===== config.mk =====
export PLATFORM = sky130hd
export DESIGN_NAME = htd_walker_flat
export DESIGN_NICKNAME = d
export VERILOG_FILES = /design/src/design/htd_pkg.sv /design/src/design/htd_if.sv /design/src/design/htd_walker.sv /design/src/flat_wrapper.sv
export SDC_FILE = /design/constraint.sdc
export NUM_CORES = 1
export LEC_CHECK = 0
export ABC_CLOCK_PERIOD_IN_PS = 3050
export BUFFER_PORTS_ARGS = -buffer_cell sky130_fd_sc_hd__buf_2
export CORE_MARGIN = 5
export CORE_UTILIZATION = 47
export DETAILED_ROUTE_END_ITERATION = 10
export PLACE_DENSITY = 0.81
export SLEW_MARGIN = 10
export SYNTH_ARGS = -nofsm -noshare
export SYNTH_HDL_FRONTEND = slang
export SYNTH_SLANG_ARGS = --single-unit

===== constraint.sdc =====
create_clock -name clk -period 3.05 [get_ports clk]
set_clock_uncertainty 0.1 [all_clocks]
set_input_delay 0.1525 -clock clk [delete_from_list [all_inputs] [get_ports clk]]
set_output_delay 0.1525 -clock clk [all_outputs]
set_load 0.02 [all_outputs]

===== src/design/htd_pkg.sv =====
package htd_pkg;

    localparam int NodeDepth  = 512;
    localparam int MaxCodeLen = 16;

    localparam int NodeAw  = $clog2(NodeDepth);
    localparam int CountW  = NodeAw + 1;
    localparam int CodeW   = 16;
    localparam int LenW    = 5;
    localparam int SymW    = 8;
    localparam int ByteW   = 8;
    localparam int PadW    = 3;
    localparam int ActW    = 2;
    localparam int BitCntW = $clog2(ByteW + 1);
    localparam int CodeRegW = MaxCodeLen;
    localparam int AlignW  = $clog2(MaxCodeLen + 1);

    localparam logic [ActW-1:0] ActClear  = 2'd0;
    localparam logic [ActW-1:0] ActLoad   = 2'd1;
    localparam logic [ActW-1:0] ActDecode = 2'd2;

    typedef struct packed {
        logic                         leaf;
        logic [SymW-1:0]              sym;
        logic [1:0][NodeAw-1:0]       kid;
    } node_t;

    typedef struct packed {
        logic                         rd_en;
        logic [NodeAw-1:0]            rd_addr;
        logic                         wr_en;
        logic [NodeAw-1:0]            wr_addr;
        node_t                        wr_node;
        logic                         root_wr;
        logic [1:0][NodeAw-1:0]       root_kid;
    } store_req_t;

endpackage


===== src/design/htd_if.sv =====


interface htd_out_if;
    logic                           valid;
    logic                           ready;
    logic [htd_pkg::SymW-1:0]       decoded_symbol;
    logic                           error;
    logic                           last;

    modport source (
        output valid, decoded_symbol, error, last,
        input  ready
    );
    modport sink (
        input  valid, decoded_symbol, error, last,
        output ready
    );
endinterface


===== src/design/htd_walker.sv =====
module htd_walker (
    input  logic                        clk,
    input  logic                        rst_n,
    input  logic                        start,
    input  logic                        clear,
    input  logic [htd_pkg::ByteW-1:0]   data_byte,
    input  logic                        final_req,
    input  logic [htd_pkg::PadW-1:0]    pad_bits,
    input  htd_pkg::node_t              rd_node,
    input  htd_pkg::node_t              root_node,
    output htd_pkg::store_req_t         req,
    output logic                        busy,
    htd_out_if.source                   out_ch
);

    typedef enum logic [1:0] {
        W_IDLE,
        W_FETCH,
        W_RUN,
        W_LAST
    } state_t;

    state_t                             state_reg, state_next;
    logic [htd_pkg::ByteW-1:0]          byte_reg, byte_next;
    logic [htd_pkg::BitCntW-1:0]        bits_reg, bits_next;
    logic                               final_reg, final_next;
    logic [htd_pkg::NodeAw-1:0]         pos_reg, pos_next;
    logic                               pend_reg, pend_next;
    logic                               hold_valid_reg, hold_valid_next;
    logic [htd_pkg::SymW-1:0]           hold_sym_reg, hold_sym_next;
    logic                               hold_err_reg, hold_err_next;
    logic                               out_valid_reg, out_valid_next;
    logic [htd_pkg::SymW-1:0]           out_sym_reg, out_sym_next;
    logic                               out_err_reg, out_err_next;
    logic                               out_last_reg, out_last_next;

    htd_pkg::node_t                     cur;
    logic                               bit_sel;
    logic [htd_pkg::NodeAw-1:0]         child;
    logic                               out_free;
    logic                               emit_ok;
    logic                               emit;
    logic [htd_pkg::SymW-1:0]           emit_sym;
    logic                               emit_err;

    assign cur      = (pos_reg == '0) ? root_node : rd_node;
    assign bit_sel  = byte_reg[htd_pkg::ByteW-1];
    assign child    = cur.kid[bit_sel];
    assign out_free = !out_valid_reg || out_ch.ready;
    assign emit_ok  = !hold_valid_reg || out_free;

    always_comb
    begin
        state_next      = state_reg;
        byte_next       = byte_reg;
        bits_next       = bits_reg;
        final_next      = final_reg;
        pos_next        = pos_reg;
        pend_next       = pend_reg;
        hold_valid_next = hold_valid_reg;
        hold_sym_next   = hold_sym_reg;
        hold_err_next   = hold_err_reg;
        out_valid_next  = out_valid_reg && !out_ch.ready;
        out_sym_next    = out_sym_reg;
        out_err_next    = out_err_reg;
        out_last_next   = out_last_reg;
        req             = '0;
        emit            = 1'b0;
        emit_sym        = '0;
        emit_err        = 1'b0;

        unique case (state_reg)
            W_IDLE:
            begin
                if (clear)
                begin
                    pos_next = '0;
                end
                if (start)
                begin
                    byte_next  = data_byte;
                    bits_next  = final_req
                               ? htd_pkg::BitCntW'(htd_pkg::ByteW) - htd_pkg::BitCntW'(pad_bits)
                               : htd_pkg::BitCntW'(htd_pkg::ByteW);
                    final_next = final_req;
                    state_next = W_FETCH;
                end
            end
            W_FETCH:
            begin
                req.rd_en   = (pos_reg != '0);
                req.rd_addr = pos_reg;
                pend_next   = 1'b0;
                state_next  = W_RUN;
            end
            W_RUN:
            begin
                if (pend_reg && rd_node.leaf)
                begin
                    if (emit_ok)
                    begin
                        emit      = 1'b1;
                        emit_sym  = rd_node.sym;
                        pos_next  = '0;
                        pend_next = 1'b0;
                    end
                end
                else if (bits_reg == '0)
                begin
                    pend_next  = 1'b0;
                    state_next = W_LAST;
                end
                else if (child == '0)
                begin
                    if (emit_ok)
                    begin
                        emit      = 1'b1;
                        emit_err  = 1'b1;
                        pos_next  = '0;
                        pend_next = 1'b0;
                        byte_next = byte_reg << 1;
                        bits_next = bits_reg - htd_pkg::BitCntW'(1);
                    end
                end
                else
                begin
                    req.rd_en   = 1'b1;
                    req.rd_addr = child;
                    pos_next    = child;
                    pend_next   = 1'b1;
                    byte_next   = byte_reg << 1;
                    bits_next   = bits_reg - htd_pkg::BitCntW'(1);
                end
            end
            W_LAST:
            begin
                if (!hold_valid_reg || out_free)
                begin
                    if (hold_valid_reg)
                    begin
                        out_valid_next  = 1'b1;
                        out_sym_next    = hold_sym_reg;
                        out_err_next    = hold_err_reg;
                        out_last_next   = 1'b1;
                        hold_valid_next = 1'b0;
                    end
                    if (final_reg)
                    begin
                        pos_next = '0;
                    end
                    state_next = W_IDLE;
                end
            end
            default:
            begin
                state_next = W_IDLE;
            end
        endcase

        // push the held word out, keep the new one until the next tells whether it is last
        if (emit)
        begin
            if (hold_valid_reg)
            begin
                out_valid_next = 1'b1;
                out_sym_next   = hold_sym_reg;
                out_err_next   = hold_err_reg;
                out_last_next  = 1'b0;
            end
            hold_valid_next = 1'b1;
            hold_sym_next   = emit_sym;
            hold_err_next   = emit_err;
        end
    end

    always_ff @(posedge clk or negedge rst_n)
    begin
        if (!rst_n)
        begin
            state_reg      <= W_IDLE;
            byte_reg       <= '0;
            bits_reg       <= '0;
            final_reg      <= 1'b0;
            pos_reg        <= '0;
            pend_reg       <= 1'b0;
            hold_valid_reg <= 1'b0;
            hold_sym_reg   <= '0;
            hold_err_reg   <= 1'b0;
            out_valid_reg  <= 1'b0;
            out_sym_reg    <= '0;
            out_err_reg    <= 1'b0;
            out_last_reg   <= 1'b0;
        end
        else
        begin
            state_reg      <= state_next;
            byte_reg       <= byte_next;
            bits_reg       <= bits_next;
            final_reg      <= final_next;
            pos_reg        <= pos_next;
            pend_reg       <= pend_next;
            hold_valid_reg <= hold_valid_next;
            hold_sym_reg   <= hold_sym_next;
            hold_err_reg   <= hold_err_next;
            out_valid_reg  <= out_valid_next;
            out_sym_reg    <= out_sym_next;
            out_err_reg    <= out_err_next;
            out_last_reg   <= out_last_next;
        end
    end

    assign busy                  = (state_reg != W_IDLE);
    assign out_ch.valid          = out_valid_reg;
    assign out_ch.decoded_symbol = out_sym_reg;
    assign out_ch.error          = out_err_reg;
    assign out_ch.last           = out_last_reg;

`ifndef SYNTHESIS
    assert property (@(posedge clk) disable iff (!rst_n)
        (state_reg == W_IDLE) |-> !hold_valid_reg)
        else $error("held word left behind after item end");

    assert property (@(posedge clk) disable iff (!rst_n)
        pend_reg |-> (pos_reg != '0))
        else $error("pending node check at root");

    assert property (@(posedge clk) disable iff (!rst_n)
        (out_valid_reg && out_ch.error) |-> (out_ch.decoded_symbol == '0))
        else $error("error word carries a symbol");
`endif

endmodule


===== src/flat_wrapper.sv =====
// flat-port wrapper written by rule: the top's interface ports become plain ports
module htd_walker_flat 
  (clk, rst_n, start, clear, data_byte, final_req, pad_bits, rd_node, root_node, req, busy, out_ch_valid, out_ch_decoded_symbol, out_ch_error, out_ch_last, out_ch_ready);
  htd_out_if out_ch_i ();
  input  logic clk;
  input  logic rst_n;
  input  logic start;
  input  logic clear;
  input  logic [htd_pkg::ByteW-1:0] data_byte;
  input  logic final_req;
  input  logic [htd_pkg::PadW-1:0] pad_bits;
  input  htd_pkg::node_t rd_node;
  input  htd_pkg::node_t root_node;
  output htd_pkg::store_req_t req;
  output logic busy;
  output wire logic [$bits(out_ch_i.valid)-1:0] out_ch_valid;
  output wire logic [$bits(out_ch_i.decoded_symbol)-1:0] out_ch_decoded_symbol;
  output wire logic [$bits(out_ch_i.error)-1:0] out_ch_error;
  output wire logic [$bits(out_ch_i.last)-1:0] out_ch_last;
  input wire logic [$bits(out_ch_i.ready)-1:0] out_ch_ready;
  assign out_ch_valid = out_ch_i.valid;
  assign out_ch_decoded_symbol = out_ch_i.decoded_symbol;
  assign out_ch_error = out_ch_i.error;
  assign out_ch_last = out_ch_i.last;
  assign out_ch_i.ready = out_ch_ready;
  htd_walker u_core (.clk(clk), .rst_n(rst_n), .start(start), .clear(clear), .data_byte(data_byte), .final_req(final_req), .pad_bits(pad_bits), .rd_node(rd_node), .root_node(root_node), .req(req), .busy(busy), .out_ch(out_ch_i));
endmodule

==> results.tsv <==
stage	metric	value	unit
clocking	clock_latency	300	ps
worst_setup_path	setup.worst_path.end_class	flip-flop	
yosys	syn_area	3070	µm²
placement	io_buffers	83	
floorplanning	core_area	6350	µm²
clocking	cts_tree	yes	
flow_run	cap_violations	0	
worst_setup_path	critPathMaxFanout	12	
grt	grt_usage	17.2	%
clocking	clockBufferDepth	2	
timing	hold_viol	0	
floorplanning	io_pins	149	
routing	drtAntennaViolNets	0	
timing	finalSetupViolations	0	
layout	final_util	56.1	%
grt	grt_max_degree	47	
floorplanning	initial_core_util	48.3	%
yosys	synth-edff-count	0	
routing	drt_iter0_drc	125	
grt	grt_pass1_wl	11.8	mm
min_path	hold_class	in2reg	
worst_setup_path	max_stage_delay	550	ps
clocking	numCtsBuffers	5	
floorplanning	num_rows	29	
routing	vias	2446	
pwr	power_density	891	nW/µm²
timing	worst_slew_pin_slew	1020	ps
floorplanning	die_x	90.8	µm
clocking	postCtsHoldBufs	8	
floorplanning	die_h	90.8	µm
yosys	netlist.area_leader.share	37.5	%
clocking	cts.clk_slew.worst_paths	90	ps
yosys	async_flop_share	100	%
worst_setup_path	worstPathRequired	3130	ps
worst_setup_path	path_delay_family	simple AND/OR/NAND/NOR gates	
timing	rsz0062_at_grt	false	
yosys	yosys.area.top_type	dfrtp_1	
yosys	syn_avg_cell_area	10.8	µm²
yosys	synth_warnings	0	
timing	relSlewSlack	32.3	%
routing	via_per_inst	5.36	
worst_setup_path	cpMaxStageDelayCell	dfrtp_1	
layout	finalInstanceArea	3560	µm²
outcome	status	complete, no violations	
routing	drc	0	
timing	fmax	361	MHz
layout	diodes	0	
worst_setup_path	start_kind	flip-flop	
yosys	synth_cell_types	49	
worst_setup_path	path_cells	or4b_1 > o22ai_1 > and4bb_4 > nor2_4 > o21ai_2 > mux2_2	
timing	period_needed	2770	ps
timing	final.setup.tns	0	ps
layout	finalNetCount	456	
grt	grt_antenna_before_repair	0	
worst_setup_path	critPathKind	reg2reg	
yosys	ys_seq_area_share	37.5	%
routing	wl_per_cell	16.1	µm
layout	drive_above_1_share	36.9	%
clocking	cts_max_level	2	
grt	grt_pass1_vias	2477	
grt	overflow	0	
placement	placed_area	3370	µm²
timing	finalMaxSlewViolations	0	
layout	area_growth	16.0	%
pwr	p_leak	1.77	nW
routing	wirelength	7.35	mm
placement	place_congestion	0.873	
layout	finalNonFillerCells	456	
yosys	ys_dominant_reg_cell	dfrtp_1	
placement	place_inst	441	
clocking	clock_sinks	46	
routing	dr.pass1.iters	4	
clocking	clockRootBuffer	clkbuf_8	
worst_setup_path	cp_data_arrival_time	2850	ps
timing	min_period_over_period	90.9	%
placement	post-dp-hpwl	5.77	mm
yosys	synth_area_leaders	dfrtp_1 38%, buf_4 14%, mux2_2 9.9%	
floorplanning	dieArea	8240	µm²
clocking	cts_resized	0	
yosys	synthCells	284	
clocking	cts_setup_buffers	0	
worst_setup_path	worst-path-buf-inv	0	
yosys	synth_seq_cells	46	
pwr	peakVddDrop	479	µV
-- synth_stat cells, types with 3 or more instances --
cell type,n
a31oi_1,3
nand3_1,4
mux4_2,8
nand2_1,12
nor2_1,9
o21ai_0,9
inv_1,11
buf_4,57
nor2b_1,5
a21oi_1,8
mux2_2,27
a22o_1,25
dfrtp_1,46
clkbuf_1,3
ha_1,6
nor3_1,5
nor4_1,6
-- power by group --
group	switching, mW	internal, mW
registers	0.153	0.838
logic	0.930	0.793
clock network	0.196	0.262
-- area by class of cell --
| class | instances | area [µm²] |
|---|---|---|
| well taps | 77 | 96.3 |
| clock inverters | 1 | 30.0 |
| inverters | 11 | 41.3 |
| clock buffers | 6 | 82.6 |
| flip-flops and latches | 46 | 1150 |
| multi-input cells | 218 | 1620 |
| fillers | 585 | 2790 |
| repair buffers | 97 | 541 |
-- placed cells by master (no fill, tap or decap), types with 2 or more instances in the layout --
cell type and n:
a21o_1 2, a21oi_1 8, a22o_1 25, a31oi_1 3, and2_1 2, buf_2 83, buf_4 6, clkbuf_8 6
conb_1 56, dfrtp_1 46, dlygate4sd3_1 8, ha_1 6, inv_1 11, mux2_1 2, mux2_2 27, mux4_2 8
nand2_1 12, nand3_1 4, nand3b_1 2, nor2_1 9, nor2b_1 5, nor3_1 5, nor3b_1 2, nor4_1 6
o21ai_0 9, o21ai_2 2, o221ai_1 2
-- final timing paths --
check / start / to / slack [ps] / cells past startpoint
max reg2reg: u_core.byte_reg[7]$_DFFE_PN0P_ / u_core.byte_reg[1]$_DFFE_PN0P_ / 280 / 6
min: rd_node[19] / u_core.hold_sym_reg[1]$_DFFE_PN0N_ / 4 / 2
min in group asynchronous: rst_n / u_core.byte_reg[4]$_DFFE_PN0P_ / 450 / 2
min reg2reg: flip-flop / flip-flop / 380 / 1
max: u_core.byte_reg[7]$_DFFE_PN0P_ / u_core.byte_reg[1]$_DFFE_PN0P_ / 280 / 6
max in group asynchronous: rst_n / async pin / 1750 / 2
-- metrics by stage --
step / hold WS, ps / power (mW) / setup slack, ps
6_report: 4.07 / 3.17 / 276
5_1_grt: 3.96 / 3.41 / 89.4
4_1_cts: 3.26 / 3.19 / 285
3_5_place_dp: 285 / 2.71 / 309
3_3_place_gp: 266 / 2.65 / 404
2_1_floorplan: -243 / 2.34 / 742
-- routing by layer --
metal	wire length, µm	track usage [%]
met1	2870	20.5
met4	114	4.03
met5	0	0
met3	596	4.67
met2	3770	30.7
-- logic make-up after synthesis --
family / share of synthesized area [%]
AOI/OAI and AO/OA: 16.4
xor gates and xnor gates: 0.286
adders and majority gates: 2.45
buffers and inverters: 16.5
DFF: 37.5
muxes: 16.5
other: 0.122
and+or+nand+nor: 10.2
Note: power is estimated with default switching activity, not from simulation.
