**config.mk**
```make
export PLATFORM = sky130hd
export DESIGN_NAME = htd_loader
export DESIGN_NICKNAME = d
export VERILOG_FILES = /design/src/design/htd_pkg.sv /design/src/design/htd_loader.sv
export SDC_FILE = /design/constraint.sdc
export NUM_CORES = 1
export LEC_CHECK = 0
export BUFFER_PORTS_ARGS = -buffer_cell sky130_fd_sc_hd__buf_2
export CORE_MARGIN = 4
export CORE_UTILIZATION = 55
export CTS_CLUSTER_DIAMETER = 60
export DETAILED_ROUTE_END_ITERATION = 10
export PLACE_DENSITY = 0.91
export SYNTH_ARGS = -nofsm -noshare
export SYNTH_HDL_FRONTEND = slang
export SYNTH_SLANG_ARGS = --single-unit
```
**constraint.sdc**
```tcl
create_clock -name clk -period 5.2 [get_ports clk]
set_input_delay 0.78 -clock clk [delete_from_list [all_inputs] [get_ports clk]]
set_output_delay 0.78 -clock clk [all_outputs]
set_load 0.01 [all_outputs]
```
**src/design/htd_pkg.sv**
```systemverilog
package htd_pkg;

    localparam int NodeDepth  = 512;
    localparam int MaxCodeLen = 16;

    localparam int NodeAw  = $clog2(NodeDepth);
    localparam int CountW  = NodeAw + 1;
    localparam int CodeW   = 16;
    localparam int LenW    = 5;
    localparam int SymW    = 8;
    localparam int ByteW   = 8;
    localparam int PadW    = 3;
    localparam int ActW    = 2;
    localparam int BitCntW = $clog2(ByteW + 1);
    localparam int CodeRegW = MaxCodeLen;
    localparam int AlignW  = $clog2(MaxCodeLen + 1);

    localparam logic [ActW-1:0] ActClear  = 2'd0;
    localparam logic [ActW-1:0] ActLoad   = 2'd1;
    localparam logic [ActW-1:0] ActDecode = 2'd2;

    typedef struct packed {
        logic                         leaf;
        logic [SymW-1:0]              sym;
        logic [1:0][NodeAw-1:0]       kid;
    } node_t;

    typedef struct packed {
        logic                         rd_en;
        logic [NodeAw-1:0]            rd_addr;
        logic                         wr_en;
        logic [NodeAw-1:0]            wr_addr;
        node_t                        wr_node;
        logic                         root_wr;
        logic [1:0][NodeAw-1:0]       root_kid;
    } store_req_t;

endpackage

```
**src/design/htd_loader.sv**
```systemverilog
module htd_loader (
    input  logic                        clk,
    input  logic                        rst_n,
    input  logic                        start,
    input  logic                        clear,
    input  logic [htd_pkg::SymW-1:0]    symbol,
    input  logic [htd_pkg::CodeW-1:0]   code_bits,
    input  logic [htd_pkg::LenW-1:0]    code_length,
    input  htd_pkg::node_t              rd_node,
    input  htd_pkg::node_t              root_node,
    output htd_pkg::store_req_t         req,
    output logic                        busy
);

    typedef enum logic [2:0] {
        L_IDLE,
        L_ALIGN,
        L_WALK,
        L_END,
        L_ALLOC
    } state_t;

    state_t                             state_reg, state_next;
    logic [htd_pkg::CodeRegW-1:0]       code_reg, code_next;
    logic [htd_pkg::AlignW-1:0]         align_reg, align_next;
    logic [htd_pkg::LenW-1:0]           left_reg, left_next;
    logic [htd_pkg::CountW-1:0]         count_reg, count_next;
    logic [htd_pkg::NodeAw-1:0]         idx_reg, idx_next;
    logic                               at_root_reg, at_root_next;
    logic [htd_pkg::SymW-1:0]           sym_reg, sym_next;

    htd_pkg::node_t                     cur;
    htd_pkg::node_t                     link_node;
    htd_pkg::node_t                     new_node;
    logic                               bit_sel;
    logic [htd_pkg::NodeAw-1:0]         child;
    logic [htd_pkg::CountW-1:0]         count_inc;
    logic                               fits;
    logic                               len_ok;

    assign cur       = at_root_reg ? root_node : rd_node;
    assign bit_sel   = code_reg[htd_pkg::CodeRegW-1];
    assign child     = cur.kid[bit_sel];
    assign count_inc = count_reg + htd_pkg::CountW'(1);
    assign fits      = (int'(count_reg) + int'(left_reg)) <= htd_pkg::NodeDepth;
    assign len_ok    = (code_length != '0) && (int'(code_length) <= htd_pkg::MaxCodeLen);

    always_comb
    begin
        state_next   = state_reg;
        code_next    = code_reg;
        align_next   = align_reg;
        left_next    = left_reg;
        count_next   = count_reg;
        idx_next     = idx_reg;
        at_root_next = at_root_reg;
        sym_next     = sym_reg;
        req          = '0;

        link_node = cur;
        link_node.kid[bit_sel] = count_reg[htd_pkg::NodeAw-1:0];

        new_node = '0;
        if (left_reg != '0)
        begin
            new_node.kid[bit_sel] = count_inc[htd_pkg::NodeAw-1:0];
        end
        else
        begin
            new_node.leaf = 1'b1;
            new_node.sym  = sym_reg;
        end

        unique case (state_reg)
            L_IDLE:
            begin
                if (clear)
                begin
                    count_next = htd_pkg::CountW'(1);
                end
                if (start && len_ok)
                begin
                    code_next    = htd_pkg::CodeRegW'(code_bits);
                    align_next   = htd_pkg::AlignW'(htd_pkg::MaxCodeLen - int'(code_length));
                    left_next    = code_length;
                    sym_next     = symbol;
                    at_root_next = 1'b1;
                    state_next   = L_ALIGN;
                end
            end
            L_ALIGN:
            begin
                if (align_reg == '0)
                begin
                    state_next = L_WALK;
                end
                else
                begin
                    code_next  = code_reg << 1;
                    align_next = align_reg - htd_pkg::AlignW'(1);
                end
            end
            L_WALK:
            begin
                if (cur.leaf)
                begin
                    state_next = L_IDLE;
                end
                else if (child == '0)
                begin
                    if (fits)
                    begin
                        if (at_root_reg)
                        begin
                            req.root_wr  = 1'b1;
                            req.root_kid = link_node.kid;
                        end
                        else
                        begin
                            req.wr_en   = 1'b1;
                            req.wr_addr = idx_reg;
                            req.wr_node = link_node;
                        end
                        code_next  = code_reg << 1;
                        left_next  = left_reg - htd_pkg::LenW'(1);
                        state_next = L_ALLOC;
                    end
                    else
                    begin
                        state_next = L_IDLE;
                    end
                end
                else
                begin
                    req.rd_en    = 1'b1;
                    req.rd_addr  = child;
                    idx_next     = child;
                    at_root_next = 1'b0;
                    code_next    = code_reg << 1;
                    left_next    = left_reg - htd_pkg::LenW'(1);
                    if (left_reg == htd_pkg::LenW'(1))
                    begin
                        state_next = L_END;
                    end
                end
            end
            L_END:
            begin
                if (rd_node.kid == '0)
                begin
                    req.wr_en        = 1'b1;
                    req.wr_addr      = idx_reg;
                    req.wr_node      = '0;
                    req.wr_node.leaf = 1'b1;
                    req.wr_node.sym  = sym_reg;
                end
                state_next = L_IDLE;
            end
            L_ALLOC:
            begin
                req.wr_en   = 1'b1;
                req.wr_addr = count_reg[htd_pkg::NodeAw-1:0];
                req.wr_node = new_node;
                count_next  = count_inc;
                if (left_reg != '0)
                begin
                    code_next = code_reg << 1;
                    left_next = left_reg - htd_pkg::LenW'(1);
                end
                else
                begin
                    state_next = L_IDLE;
                end
            end
            default:
            begin
                state_next = L_IDLE;
            end
        endcase
    end

    always_ff @(posedge clk or negedge rst_n)
    begin
        if (!rst_n)
        begin
            state_reg   <= L_IDLE;
            code_reg    <= '0;
            align_reg   <= '0;
            left_reg    <= '0;
            count_reg   <= htd_pkg::CountW'(1);
            idx_reg     <= '0;
            at_root_reg <= 1'b1;
            sym_reg     <= '0;
        end
        else
        begin
            state_reg   <= state_next;
            code_reg    <= code_next;
            align_reg   <= align_next;
            left_reg    <= left_next;
            count_reg   <= count_next;
            idx_reg     <= idx_next;
            at_root_reg <= at_root_next;
            sym_reg     <= sym_next;
        end
    end

    assign busy = (state_reg != L_IDLE);

`ifndef SYNTHESIS
    assert property (@(posedge clk) disable iff (!rst_n)
        (count_reg != '0) && (int'(count_reg) <= htd_pkg::NodeDepth))
        else $error("node count out of range");

    assert property (@(posedge clk) disable iff (!rst_n)
        (state_reg == L_ALLOC) |-> (int'(count_reg) < htd_pkg::NodeDepth))
        else $error("allocation past end of node store");
`endif

endmodule

```
==> impl_metrics.py, run 1 <==
metrics = {
    "worst_setup_path": {
        "path_delay_family": "compound AO/OA/AOI/OAI gates",
        "crit_start": "left_reg[0]",
        "critPathMostFrequentCell": "a211oi_1",
        "startpoint_type": "register",
        "cp_max_fo": 4,
        "worst_ep_required_time_ns": 4.42,
        "worst-endpoint-arrival_ns": 4.10,
        "r2r_start": "left_reg[0]",
        "worstPathBufferInverterCount": 1,
        "cpMaxStageDelayCell": "a211oi_1",
        "worstSetupPathType": "reg2out",
        "crit_chain": "ha_1, fa_1, a211oi_1, o21bai_1, a221o_1, a22o_1, nand4bb_1, a211oi_1, a22oi_1, o21ai_0, buf_2",
        "worst_setup_path_end_kind": "output pin",
        "cp_slowest_stage_delay_ns": 0.58,
    },
    "drt": {
        "vias_per_cell": 6.58,
        "top_layer": "met4",
        "wl_met3_um": 1470,
        "routedWlPerCell_um": 20.2,
        "totalWireLength_um": 14500,
        "drtIter0Drc": 558,
        "vias": 4715,
        "wirelength_met1_um": 5270,
        "postRouteAntennaNets": 0,
        "wl_met2_um": 7200,
        "drtPass1Iterations": 7,
        "drc": 0,
    },
    "logic_synthesis": {
        "synth_edf_count": 0,
        "synth_nets": 577,
        "yosys_warnings": 0,
        "synth_area_leaders": "dfrtp_1 31%, mux2_2 7.3%, mux2i_1 5.4%, a22o_1 5.1%, mux4_2 4.5%",
        "synth.distinct_cells": 61,
        "syn_area_per_cell_um2": 9.37,
        "synth-seq-cells": 57,
        "synth.top_cell.area_share_pct": 30.7,
        "synthFlopType": "dfrtp_1",
        "yosysTopAreaCell": "dfrtp_1",
        "async_flop_share_pct": 100,
        "synthCells": 478,
        "syn-cell-area_um2": 4480,
        "seq_area_frac_synth_pct": 31.9,
    },
    "place": {
        "dpl.hpwl_um": 10800,
        "port_buffers": 145,
        "place_congestion": 0.935,
        "post-place-ws_ns": 0.780,
    },
    "sta": {
        "fin_setup_tns_ns": 0,
        "finalHoldViolations": 0,
        "skew_ns": 0.0145,
        "finalSetupViolations": 0,
        "min_period_over_period_pct": 93.9,
        "fin_ws_ns": 0.317,
        "relSlewSlack_pct": 49.7,
        "fmax_mhz": 205,
        "fin_crit_ns": 4.88,
        "rsz0062_at_grt": "no",
        "worstMarginPinSlew_ns": 0.754,
        "drv_slew": 0,
    },
    "layout": {
        "largest_reg_flops": 16,
        "nFillCells": 532,
        "regArea_um2": 1430,
        "fin_nets": 709,
        "num_antenna_cells": 0,
        "multi_input_area_um2": 2850,
        "drive_gt1_share_pct": 36.9,
        "mostFrequentLayoutCell": "buf_2",
        "most-common-layout-cells": "145 x buf_2, 55 x dfrtp_1, 46 x nor2_1, 29 x mux2_2, 28 x nand2_1",
        "area_growth_pct": 21.2,
    },
    "cts": {
        "hold_buffers": 0,
        "cts_sinks": 57,
        "path_clk_slew_ns": 0.08,
        "worstSkewPairLatency_ns": 0.35,
        "cts_resized": 0,
        "h-tree-depth": 3,
        "cts_buffers": 9,
        "cts_max_path_buffers": 2,
        "cts_tree": "done",
        "cts_root_buf": "clkbuf_8",
        "cts_setup_buffers": 0,
    },
    "run": {
        "drv_cap": 0,
    },
    "die": {
        "die-height_um": 98.2,
        "coreArea_um2": 7810,
        "num_rows": 32,
        "die_area_um2": 9650,
        "start_util_pct": 57.4,
        "fp.dieW_um": 98.2,
        "boundaryPins": 154,
    },
    "global_routing": {
        "gr-total-overflow": 0,
        "grt_use_total_pct": 29.8,
        "antenna_found_initial": 0,
        "grt_max_degree": 58,
        "grt_pass1_wl_um": 23500,
        "grt_pass1_vias": 4848,
    },
    "power": {
        "p_leak_uw": 0.00275,
        "total_power_uw": 2240,
        "powerDensity_nw_per_um2": 412,
        "ir_drop_uv": 356,
    },
    "min_path": {
        "hp-start": "idx_reg[1]",
        "hold_path_class": "reg2reg",
    },
    "outcome": {
        "status": "finished, final reports clean",
    },
}
==> through the flow <==
step	instance area (um2)	utilization [%]	hold slack, ns	std cells
4_1_cts	5430	69.6	0.487	717
3_3_place_gp	5250	67.2	0.460	701
6_report	5430	69.6	0.489	717
5_1_grt	5430	69.6	0.503	717
3_5_place_dp	5250	67.2	0.467	701
2_1_floorplan	4480	-	0.450	478
==> where the power goes <==
| group | leakage (uW) | switching (uW) | internal (uW) |
|---|---|---|---|
| Clock | 0.0000888 | 220 | 182 |
| Combinational | 0.00195 | 508 | 548 |
| Sequential | 0.000702 | 157 | 624 |
==> worst paths after layout <==
| kind | to | slack [ns] | cells past startpoint |
|---|---|---|---|
| max | req[30] | 0.32 | 11 |
| min | idx_reg[1] | 0.49 | 1 |
| max reg2reg | code_reg[8] | 1.29 | 10 |
| min reg2reg | idx_reg[1] | 0.49 | 1 |
| max in group asynchronous | idx_reg[2] | 4.10 | 2 |
| min in group asynchronous | code_reg[1] | 0.57 | 2 |
==> cells by family after synthesis <==
logic type / count (synthesis) / synth area share (%)
AND/OR/NAND/NOR: 157 / 18.7
AO/OA/AOI/OAI: 128 / 20.2
multiplexers: 70 / 19.9
flip-flops: 57 / 31.9
buffers and inverters: 47 / 4.47
adder cells (fa/ha/maj): 12 / 3.52
XOR/XNOR: 7 / 1.37
==> routing by layer <==
metal	track usage, %	vias up
met2	51.2	349
li1	-	2050
met4	12.5	0
met5	0	-
met3	9.07	80
met1	34.6	2236
==> synth_stat cells (6+ instances only) <==
cell and instances:
dfrtp_1 55, nand2_1 28, a21oi_1 18, a22o_1 26, mux2_2 29, nor2_1 46
a211oi_1 7, mux2_4 8, and3_1 8, o21ai_1 6, inv_1 16, mux2i_1 24
o21ai_0 27, nand3_1 16, ha_1 11, mux4_2 9, clkbuf_1 22, and2_1 10
a21o_1 13, nor3_1 16
==> cell type report <==
class	instances	share of cell area [%]
clock inverter	7	1.13
inverter	16	1.11
timing repair buffer	152	14.3
multi-input combinational	374	52.5
sequential	57	26.3
clock buffer	9	2.28
tap	102	2.35
Power figures use the tool's default switching activity.
==> run 2: changes to the inputs <==
BUFFER_PORTS_ARGS = -buffer_cell sky130_fd_sc_hd__buf_4   (was -buffer_cell sky130_fd_sc_hd__buf_2)
==> impl_metrics.py, run 2 (synthesis gave the netlist of run 1 again) <==
metrics = {
    "cts": {
        "path_clk_slew_ns": 0.07,
        "cts_max_path_buffers": 2,
        "cts_root_buf": "clkbuf_8",
        "cts_sinks": 57,
        "cts_setup_buffers": 0,
        "cts_buffers": 9,
        "hold_buffers": 0,
        "worstSkewPairLatency_ns": 0.34,
        "h-tree-depth": 3,
        "cts_tree": "done",
        "cts_resized": 0,
    },
    "place": {
        "place_congestion": 0.890,
        "post-place-ws_ns": 0.708,
        "dpl.hpwl_um": 11600,
        "post_dp_cell_area_um2": 5610,
        "port_buffers": 145,
    },
    "sta": {
        "rsz0062_at_grt": "no",
        "fin_ws_ns": 0.177,
        "worstMarginPinSlew_ns": 0.739,
        "skew_ns": 0.0125,
        "fin_crit_ns": 5.02,
        "drv_slew": 0,
        "finalHoldViolations": 0,
        "finalSetupViolations": 0,
        "fin_setup_tns_ns": 0,
        "fmax_mhz": 199,
        "min_period_over_period_pct": 96.6,
        "relSlewSlack_pct": 50.7,
    },
    "layout": {
        "nFillCells": 512,
        "multi_input_area_um2": 2850,
        "area_growth_pct": 29.4,
        "most-common-layout-cells": "152 x buf_4, 55 x dfrtp_1, 46 x nor2_1, 29 x mux2_2, 28 x nand2_1",
        "finalInstanceArea_um2": 5800,
        "drive_gt1_share_pct": 36.6,
        "num_antenna_cells": 0,
        "fin_nets": 709,
        "mostFrequentLayoutCell": "buf_4",
        "largest_reg_flops": 16,
        "regArea_um2": 1430,
    },
    "worst_setup_path": {
        "reg2regPathDepth": 10,
        "crit_chain": "ha_1, fa_1, a211oi_1, o21bai_1, a221o_1, a22o_1, nand4bb_1, a211oi_1, a22oi_1, o21ai_0, buf_4",
        "worstSetupPathType": "reg2out",
        "r2r_start": "count_reg[0]",
        "cp_slowest_stage_delay_ns": 0.52,
        "worstPathBufferInverterCount": 1,
        "cp_max_fo": 10,
        "cpMaxStageDelayCell": "a211oi_1",
        "critPathMostFrequentCell": "a211oi_1",
        "r2r_slack_ns": 1.17,
        "worst-endpoint-arrival_ns": 4.24,
        "worst_ep_required_time_ns": 4.42,
        "worst_setup_path_end_kind": "output pin",
        "path_delay_family": "compound AO/OA/AOI/OAI gates",
        "startpoint_type": "register",
        "r2r-end": "code_reg[11]",
        "crit_cells": 11,
    },
    "die": {
        "fp.dieW_um": 98.2,
        "start_util_pct": 57.4,
        "coreArea_um2": 7810,
        "die-height_um": 98.2,
        "num_rows": 32,
        "die_area_um2": 9650,
        "boundaryPins": 154,
    },
    "global_routing": {
        "grt_pass1_vias": 4830,
        "grt_pass1_wl_um": 24400,
        "antenna_found_initial": 0,
        "grt_use_total_pct": 31.4,
        "gr-total-overflow": 0,
        "grt_max_degree": 58,
    },
    "power": {
        "p_leak_uw": 0.00281,
        "ir_drop_uv": 288,
        "total_power_uw": 2290,
        "powerDensity_nw_per_um2": 395,
    },
    "drt": {
        "totalWireLength_um": 15300,
        "drc": 0,
        "drtIter0Drc": 436,
        "vias": 4695,
        "routedWlPerCell_um": 21.3,
        "drtPass1Iterations": 5,
        "postRouteAntennaNets": 0,
        "vias_per_cell": 6.55,
    },
    "min_path": {
        "hold_depth": 1,
        "hp-start": "idx_reg[4]",
        "hold_path_class": "reg2reg",
        "holdPathEnd": "idx_reg[4]",
    },
    "run": {
        "drv_cap": 0,
    },
    "outcome": {
        "status": "finished, final reports clean",
    },
}
run 2: changes by cell type in the layout (fill, tap and decap cells not counted), moves of 2 or more:
cell / delta
buf_2: -145
clkbuf_1: +2
buf_4: +145
inv_6: -3
run 2: routing by layer:
layer | vias up | track usage [%] | wire, um
met3 | 62 | 9.00 | 1640
met1 | 2248 | 36.3 | 5390
li1 | 2041 | - | -
met5 | - | 0 | 0
met4 | 0 | 12.0 | 558
met2 | 344 | 55.1 | 7680
run 2: how the worst max path moves through the flow:
stage / start / endpoint / slack, ns
floorplan: left_reg[0] / req[30] / 1.37
global placement: count_reg[0] / req[30] / 0.83
detailed placement: left_reg[0] / req[48] / 0.71
CTS: left_reg[0] / req[30] / 0.31
global route: left_reg[0] / req[30] / 0.05
finish: count_reg[0] / req[30] / 0.18
run 2: metrics by stage:
step                utilization [%]  hold WS, ns  cells
CTS                            74.3        0.484    717
finish                         74.3        0.480    717
floorplan                         -        0.450    478
global route                   74.3        0.495    717
detailed placement             71.8        0.468    701
global placement               71.8        0.459    701
run 2: power breakdown:
group | internal (uW) | switching (uW) | total (uW)
logic | 572 | 517 | 1090
registers | 625 | 163 | 788
clock network | 222 | 192 | 413
run 2: cell type report:
type	count	area share, %
clock buffers	11	2.27
clock inverters	5	1.01
inverters	16	1.04
multi-input cells	374	49.2
flip-flops and latches	57	24.6
well taps	102	2.20
repair buffers	152	19.7
